--- config.mk ---
export PLATFORM = sky130hd
export DESIGN_NAME = priority_message_queue
export DESIGN_NICKNAME = d
export VERILOG_FILES = /design/src/hw/rtl/pmq_pkg.sv /design/src/hw/rtl/pmq_ctrl.sv /design/src/hw/rtl/pmq_dp.sv /design/src/hw/rtl/priority_message_queue.sv
export SDC_FILE = /design/constraint.sdc
export NUM_CORES = 2
export LEC_CHECK = 0
export ABC_AREA = 1
export BUFFER_PORTS_ARGS = -buffer_cell sky130_fd_sc_hd__buf_2
export CAP_MARGIN = 10
export CORE_MARGIN = 3
export CORE_UTILIZATION = 30
export CTS_BUF_LIST = sky130_fd_sc_hd__clkbuf_4 sky130_fd_sc_hd__clkbuf_8 sky130_fd_sc_hd__clkbuf_16
export DETAILED_ROUTE_END_ITERATION = 10
export GPL_ROUTABILITY_DRIVEN = 1
export PLACE_DENSITY_LB_ADDON = 0.08
export REMOVE_ABC_BUFFERS = 1
export SLEW_MARGIN = 5
export SYNTH_ARGS = -nofsm -noshare
export SYNTH_HDL_FRONTEND = slang
export SYNTH_SLANG_ARGS = --single-unit
--- constraint.sdc ---
create_clock -name clk -period 16.75 [get_ports clk]
set_input_delay 0.8375 -clock clk [delete_from_list [all_inputs] [get_ports clk]]
set_output_delay 0.8375 -clock clk [all_outputs]
set_load 0.03 [all_outputs]
--- src/hw/rtl/pmq_pkg.sv ---
// pmq_pkg: shared types, codes and reset constants of the priority message queue
// used by pmq_ctrl, pmq_dp and priority_message_queue
package pmq_pkg;

  localparam int DEPTH_DEFAULT = 16;
  localparam int CNT_W         = 5;
  localparam int CFG_W         = 16;

  localparam logic [1:0] OP_SEND  = 2'd0;
  localparam logic [1:0] OP_RECV  = 2'd1;
  localparam logic [1:0] OP_QUERY = 2'd2;

  localparam logic [1:0] ST_OK    = 2'd0;
  localparam logic [1:0] ST_SIZE  = 2'd1;
  localparam logic [1:0] ST_FULL  = 2'd2;
  localparam logic [1:0] ST_EMPTY = 2'd3;

  localparam logic       REG_MAX_MESSAGES = 1'b0;
  localparam logic       REG_SIZE_LIMIT   = 1'b1;

  localparam logic [CNT_W-1:0] RESET_MAX_MESSAGES = 5'd10;
  localparam logic [15:0]      RESET_SIZE_LIMIT   = 16'd8192;

  typedef struct packed {
    logic [31:0] payload;
    logic [15:0] length;
    logic [15:0] prio;
  } entry_t;

  typedef struct packed {
    logic       load;
    logic       commit;
    logic       insert;
    logic       pop;
    logic [1:0] code;
  } dp_cmd_t;

  typedef struct packed {
    logic [1:0] op;
    logic       too_long;
    logic       too_short;
    logic       full;
    logic       empty;
  } dp_status_t;

endpackage

--- src/hw/rtl/pmq_ctrl.sv ---
// pmq_ctrl: sequencer of the priority message queue, decides each item's outcome
// depends on pmq_pkg
module pmq_ctrl
  import pmq_pkg::*;
(
  input  logic       clk,
  input  logic       rst,
  input  logic       start,
  input  dp_status_t dp_status,
  output dp_cmd_t    dp_cmd,
  output logic       busy
);

  localparam logic S_IDLE = 1'b0;
  localparam logic S_EXEC = 1'b1;

  logic state;
  logic state_next;

  always_ff @(posedge clk) begin
    if (rst) begin
      state <= S_IDLE;
    end else begin
      state <= state_next;
    end
  end

  always_comb begin
    state_next = state;
    dp_cmd     = '0;
    unique case (state)
      S_IDLE: begin
        if (start) begin
          dp_cmd.load = 1'b1;
          state_next  = S_EXEC;
        end
      end
      S_EXEC: begin
        dp_cmd.commit = 1'b1;
        dp_cmd.code   = ST_OK;
        unique case (dp_status.op)
          OP_SEND: begin
            if (dp_status.too_long) begin
              dp_cmd.code = ST_SIZE;
            end else if (dp_status.full) begin
              dp_cmd.code = ST_FULL;
            end else begin
              dp_cmd.insert = 1'b1;
            end
          end
          OP_RECV: begin
            if (dp_status.too_short) begin
              dp_cmd.code = ST_SIZE;
            end else if (dp_status.empty) begin
              dp_cmd.code = ST_EMPTY;
            end else begin
              dp_cmd.pop = 1'b1;
            end
          end
          default: begin
            dp_cmd.code = ST_OK;
          end
        endcase
        state_next = S_IDLE;
      end
      default: begin
        state_next = S_IDLE;
      end
    endcase
  end

  assign busy = (state == S_EXEC);

endmodule

--- src/hw/rtl/pmq_dp.sv ---
// pmq_dp: operand latch, config registers, sorted shift-register entry cells, result regs
// depends on pmq_pkg
module pmq_dp
  import pmq_pkg::*;
#(
  parameter int DEPTH = DEPTH_DEFAULT
) (
  input  logic             clk,
  input  logic             rst,
  input  dp_cmd_t          dp_cmd,
  output dp_status_t       dp_status,
  input  logic [1:0]       operation,
  input  logic [15:0]      priority_req,
  input  logic [15:0]      message_length,
  input  logic [31:0]      payload_word,
  input  logic             cfg_we,
  input  logic             cfg_index,
  input  logic [CFG_W-1:0] cfg_data,
  output logic             done,
  output logic [1:0]       status,
  output logic [31:0]      out_payload,
  output logic [15:0]      out_length,
  output logic [15:0]      out_priority,
  output logic [CNT_W-1:0] entry_count
);

  logic [1:0]       op_r;
  logic [15:0]      prio_r;
  logic [15:0]      len_r;
  logic [31:0]      payload_r;
  logic [CNT_W-1:0] max_messages;
  logic [15:0]      size_limit;
  logic [CNT_W-1:0] count;
  entry_t           cells [DEPTH];
  entry_t           new_entry;
  logic [DEPTH-1:0] ge;

  // operand latch
  always_ff @(posedge clk) begin
    if (dp_cmd.load) begin
      op_r      <= operation;
      prio_r    <= priority_req;
      len_r     <= message_length;
      payload_r <= payload_word;
    end
  end

  // config registers
  always_ff @(posedge clk) begin
    if (rst) begin
      max_messages <= RESET_MAX_MESSAGES;
      size_limit   <= RESET_SIZE_LIMIT;
    end else if (cfg_we) begin
      unique case (cfg_index)
        REG_MAX_MESSAGES: max_messages <= cfg_data[CNT_W-1:0];
        REG_SIZE_LIMIT:   size_limit   <= cfg_data[15:0];
        default:          size_limit   <= size_limit;
      endcase
    end
  end

  assign dp_status.op        = op_r;
  assign dp_status.too_long  = (len_r > size_limit);
  assign dp_status.too_short = (len_r < size_limit);
  assign dp_status.full      = (count >= max_messages) || (int'(count) >= DEPTH);
  assign dp_status.empty     = (count == '0);

  assign new_entry = '{payload: payload_r, length: len_r, prio: prio_r};

  // cells holding an entry of equal or higher priority form a prefix
  always_comb begin
    for (int i = 0; i < DEPTH; i++) begin
      ge[i] = (int'(count) > i) && (cells[i].prio >= prio_r);
    end
  end

  for (genvar g = 0; g < DEPTH; g++) begin : g_cell
    always_ff @(posedge clk) begin
      if (dp_cmd.insert) begin
        if (!ge[g]) begin
          if (g == 0) begin
            cells[g] <= new_entry;
          end else if (ge[(g == 0) ? 0 : g-1]) begin
            cells[g] <= new_entry;
          end else begin
            cells[g] <= cells[(g == 0) ? 0 : g-1];
          end
        end
      end else if (dp_cmd.pop) begin
        if (g < DEPTH-1) begin
          cells[g] <= cells[(g < DEPTH-1) ? g+1 : g];
        end
      end
    end
  end

  always_ff @(posedge clk) begin
    if (rst) begin
      count <= '0;
      done  <= 1'b0;
    end else begin
      done <= dp_cmd.commit;
      if (dp_cmd.insert) begin
        count <= count + 1'b1;
      end else if (dp_cmd.pop) begin
        count <= count - 1'b1;
      end
    end
  end

  always_ff @(posedge clk) begin
    if (dp_cmd.commit) begin
      status <= dp_cmd.code;
      if (dp_cmd.pop) begin
        out_payload  <= cells[0].payload;
        out_length   <= cells[0].length;
        out_priority <= cells[0].prio;
      end else begin
        out_payload  <= '0;
        out_length   <= '0;
        out_priority <= '0;
      end
    end
  end

  assign entry_count = count;

endmodule

--- src/hw/rtl/priority_message_queue.sv ---
// priority_message_queue: top level of the bounded priority message queue
// depends on pmq_pkg, pmq_ctrl and pmq_dp
//
// usage:
//   an item (operation, priority_req, message_length, payload_word) is taken at a
//   rising edge with start high and busy low. operation 0 sends, 1 receives the
//   highest priority entry (first in first out within a priority), 2 returns the count.
//   the result (status, out_payload, out_length, out_priority, entry_count) is shown
//   for one cycle with done high, from the edge after the accepting edge.
//   busy is high after acceptance, for the single execute step of the
//   controller, and no new item is taken while busy is high. entries sit in a sorted
//   row of shift-register cells; an insert shifts all cells behind the new entry and a
//   pop shifts the row to the head, in the execute step. configuration: cfg_we writes
//   cfg_data to register cfg_index (0 max_messages, 1 message_size_limit) at the edge;
//   the user writes only while the queue is idle, the block does not enforce it. reset
//   (rst, synchronous) empties the queue and restores max_messages 10 and
//   message_size_limit 8192. the receiver cannot stall: done is a one-cycle strobe.
module priority_message_queue
  import pmq_pkg::*;
#(
  parameter int QUEUE_DEPTH = DEPTH_DEFAULT
) (
  input  logic             clk,
  input  logic             rst,
  input  logic             start,
  output logic             busy,
  input  logic [1:0]       operation,
  input  logic [15:0]      priority_req,
  input  logic [15:0]      message_length,
  input  logic [31:0]      payload_word,
  input  logic             cfg_we,
  input  logic             cfg_index,
  input  logic [CFG_W-1:0] cfg_data,
  output logic             done,
  output logic [1:0]       status,
  output logic [31:0]      out_payload,
  output logic [15:0]      out_length,
  output logic [15:0]      out_priority,
  output logic [CNT_W-1:0] entry_count
);

  dp_cmd_t    dp_cmd;
  dp_status_t dp_status;

  pmq_ctrl u_ctrl (
    .clk       (clk),
    .rst       (rst),
    .start     (start),
    .dp_status (dp_status),
    .dp_cmd    (dp_cmd),
    .busy      (busy)
  );

  pmq_dp #(
    .DEPTH (QUEUE_DEPTH)
  ) u_dp (
    .clk            (clk),
    .rst            (rst),
    .dp_cmd         (dp_cmd),
    .dp_status      (dp_status),
    .operation      (operation),
    .priority_req   (priority_req),
    .message_length (message_length),
    .payload_word   (payload_word),
    .cfg_we         (cfg_we),
    .cfg_index      (cfg_index),
    .cfg_data       (cfg_data),
    .done           (done),
    .status         (status),
    .out_payload    (out_payload),
    .out_length     (out_length),
    .out_priority   (out_priority),
    .entry_count    (entry_count)
  );

`ifndef ASSERT_OFF
  a_done_after_busy: assert property (@(posedge clk) disable iff (rst)
    done |-> $past(busy))
    else $error("done without a preceding execute cycle");

  a_busy_one_cycle: assert property (@(posedge clk) disable iff (rst)
    busy |=> !busy)
    else $error("busy held longer than one cycle");

  a_empty_count: assert property (@(posedge clk) disable iff (rst)
    (done && status == ST_EMPTY) |-> (entry_count == '0))
    else $error("empty status with entries held");

  a_reject_zero: assert property (@(posedge clk) disable iff (rst)
    (done && status != ST_OK) |-> (out_payload == '0 && out_length == '0 &&
                                   out_priority == '0))
    else $error("rejected item carries message data");
`endif

endmodule

==> flow_summary.ini <==
[status]
status = completed

[cts]
insertion_delay_ns = 0.81
cts_resized = 0
root_buffer = clkbuf_16
postCtsSetupBuffers = 0
cts_hold_buf = 0
htreeDepth = 4
cts_tree = built
cts.sinks = 1184
clkSlewWorstSetupHoldPaths_ns = 0.06
cts_buffers = 157
clk_path_buf_depth = 3

[global_routing]
grt_pass1_vias = 60300
grt_util_all_layers = 0.215
met2_usage = 0.353
grt_use_met1 = 0.296
gr-total-overflow = 0
grt_first_pass_wirelength_mm = 401
met3_usage = 0.0280
grt_max_degree = 190
antenna_found_initial = 9
top_usage_layer = met2

[final_layout]
layout_commonest_cell = nand2_1
ff_latch_area_um2 = 35300
multiInputGateArea_um2 = 29000
area_delta_synth_final_pct = 10.5
layout_common_cells = nand2_1 (3119), edfxtp_1 (1156), inv_1 (1051)
instances_no_fill = 11800
final_util = 0.334
drive_gt1_frac = 0.0648
nets = 8908
fillers = 24900
final_area_um2 = 78500

[setup_path]
end_kind = flip-flop
worst_ep_arrival_time_ns = 6.50
critPathRequiredTime_ns = 17.40
r2r_slack_ns = 10.89
r2r_start = u_dp.len_r[13]
crit_path_start_kind = flip-flop
crit_start = u_dp.len_r[13]
rr_endpoint = u_dp.cells[2][61]
worstSetupPathType = flip-flop to flip-flop
worstPathMaxFanout = 122
r2r_cells = 12

[timing]
setup_viol = 0
tightestPinTransition_ns = 1.16
finalHoldViolCount = 0
rsz0062_at_grt = no
post-route-min-period_ns = 5.86
max_slew_margin = 0.225
period_share = 0.350
maxSlewViolCount = 0
finalWorstSetupSlack_ns = 10.89
finClkSkew_ns = 0.0391
fmax_mhz = 171

[place]
gp_congestion = 0.793
dp_cells = 11500
placed_cell_area_um2 = 73800
port_buffers = 159
hpwlAfterDp_mm = 153
pre_cts_slack_ns = 10.92

[synthesis]
ys_seq_elements = 1184
synth_area_leaders = edfxtp_1 (49%), nand2_1 (17%), nand4_1 (7.4%)
syn_avg_cell_area_um2 = 8.08
yosysWarnings = 0
synth_top_area_frac = 0.488
synth_top_cell_by_area = edfxtp_1
netlist_area_um2 = 71100
synth_cell_types = 33
netlist_instances = 8792
yosysSeqAreaShare = 0.496

[pwr]
p_sw_frac = 0.252
power_switching_mw = 1.79
cellLeakagePower_nw = 35.8
seqPwrFrac = 0.472
max-vdd-ir-drop_v = 0.0000868
power_mw = 7.12
power.density_nw_per_um2 = 90.6
p_clk_frac = 0.453
p_int_mw = 5.32
pwr-share-comb = 0.075

[run]
cap_violations = 0

[floorplan]
dieWidth_um = 493
ios = 160
initial_core_util = 0.302
die_area_um2 = 243000
num_rows = 178
die_h_um = 493
design.core.area_um2 = 235000

[min_path]
hp-class = primary input to flip-flop
whs_path_depth = 1
min_to = u_dp.len_r[15]
hold_start = message_length[15]

[route]
wl_mm = 268
drt_first_pass_iters = 9
wire_per_inst_um = 22.7
via_count = 60900
drt_iter0_drc = 5558
drc = 0
via_per_inst = 5.16
ant_nets = 0
[layout make-up]
class                      instances  area share
inverter                        1053      0.0504
clock buffer                     205      0.0549
timing repair buffer             268      0.0210
clock inverter                    70     0.00519
tap                             3150      0.0502
sequential                      1184       0.449
antenna                            1   0.0000319
multi-input combinational       5875       0.369
[registers in the layout (all words and copies together), names as in the netlist]
register,flops
u_dp.out_priority,16
u_dp.out_length,16
u_dp.max_messages,5
u_dp.payload_r,32
u_dp.size_limit,16
u_dp.prio_r,16
u_ctrl.busy,1
u_dp.len_r,16
u_dp.out_payload,32
u_dp.entry_count,5
u_dp.done,1
u_dp.cells,1024
u_dp.op_r,2
u_dp.status,2
[worst max-delay path, stage by stage (launching register included)]
cell and delay [ns]:
edfxtp_1 0.61, ha_1 0.41, nand2_1 0.08, nor3_2 0.23, nand2_1 0.10, nand2_2 0.24
nand3_4 0.40, inv_8 0.76, buf_4 0.74, buf_4 0.74, buf_4 0.89, nand2_1 0.11
nand2_1 0.11
[synthesized netlist by cell type (all sizes together)]
library cell	n
nand2	3151
edfxtp	1156
inv	1052
nand3	970
nand4	838
buf	467
ha	282
nor2	222
clkbuf	213
a21oi	177
o21ai	165
nor3	30
dfxtp	28
a21o	16
o21bai	12
o211ai	4
a31oi	3
clkinv	1
mux2i	1
nor4	1
o21a	1
o31ai	1
or2	1
[layer usage]
metal | part of all wire | vias to the layer above
li1 | - | 29000
met1 | 0.46 | 29900
met2 | 0.46 | 1668
met3 | 0.049 | 330
met4 | 0.030 | 0
met5 | 0 | -
[worst max-delay path by stage]
stage | depth (start not counted) | slack (ns) | endpoint
after floorplan | 5 | -7.99 | u_dp.cells[6][0]
after CTS | 14 | 10.91 | u_dp.cells[8][1]
after detailed placement | 14 | 10.92 | u_dp.cells[8][1]
after global placement | 14 | 10.99 | u_dp.cells[8][1]
final | 12 | 10.89 | u_dp.cells[2][61]
after global routing | 18 | 10.50 | u_dp.cells[5][52]
[cell families (layout without fill, tap and decap cells)]
family / after synthesis / count (layout) / synth area share
and+or+nand+nor: 5213 / 5213 / 0.325
buffers and inverters: 1733 / 1596 / 0.101
DFF: 1184 / 1184 / 0.496
AOI/OAI and AO/OA: 379 / 379 / 0.0281
adders and majority gates: 282 / 282 / 0.0496
muxes: 1 / 1 / 0.000141
other: 0 / 1 / 0
[power groups by stage]
stage	sequential, mW	clock, mW	combinational [mW]
6_report	3.36	3.23	0.531
4_1_cts	3.36	3.33	0.539
3_3_place_gp	3.42	0	0.528
3_5_place_dp	3.42	0	0.537
5_1_grt	3.37	3.43	0.615
2_1_floorplan	3.42	0	0.367
[per-stage QoR]
step	hold slack, ns	TNS, ns
2_1_floorplan	0.435	-6118.64
3_3_place_gp	0.450	0
3_5_place_dp	0.460	0
4_1_cts	0.129	0
5_1_grt	0.153	0
6_report	0.211	0
(Power assumes the default switching activity.)
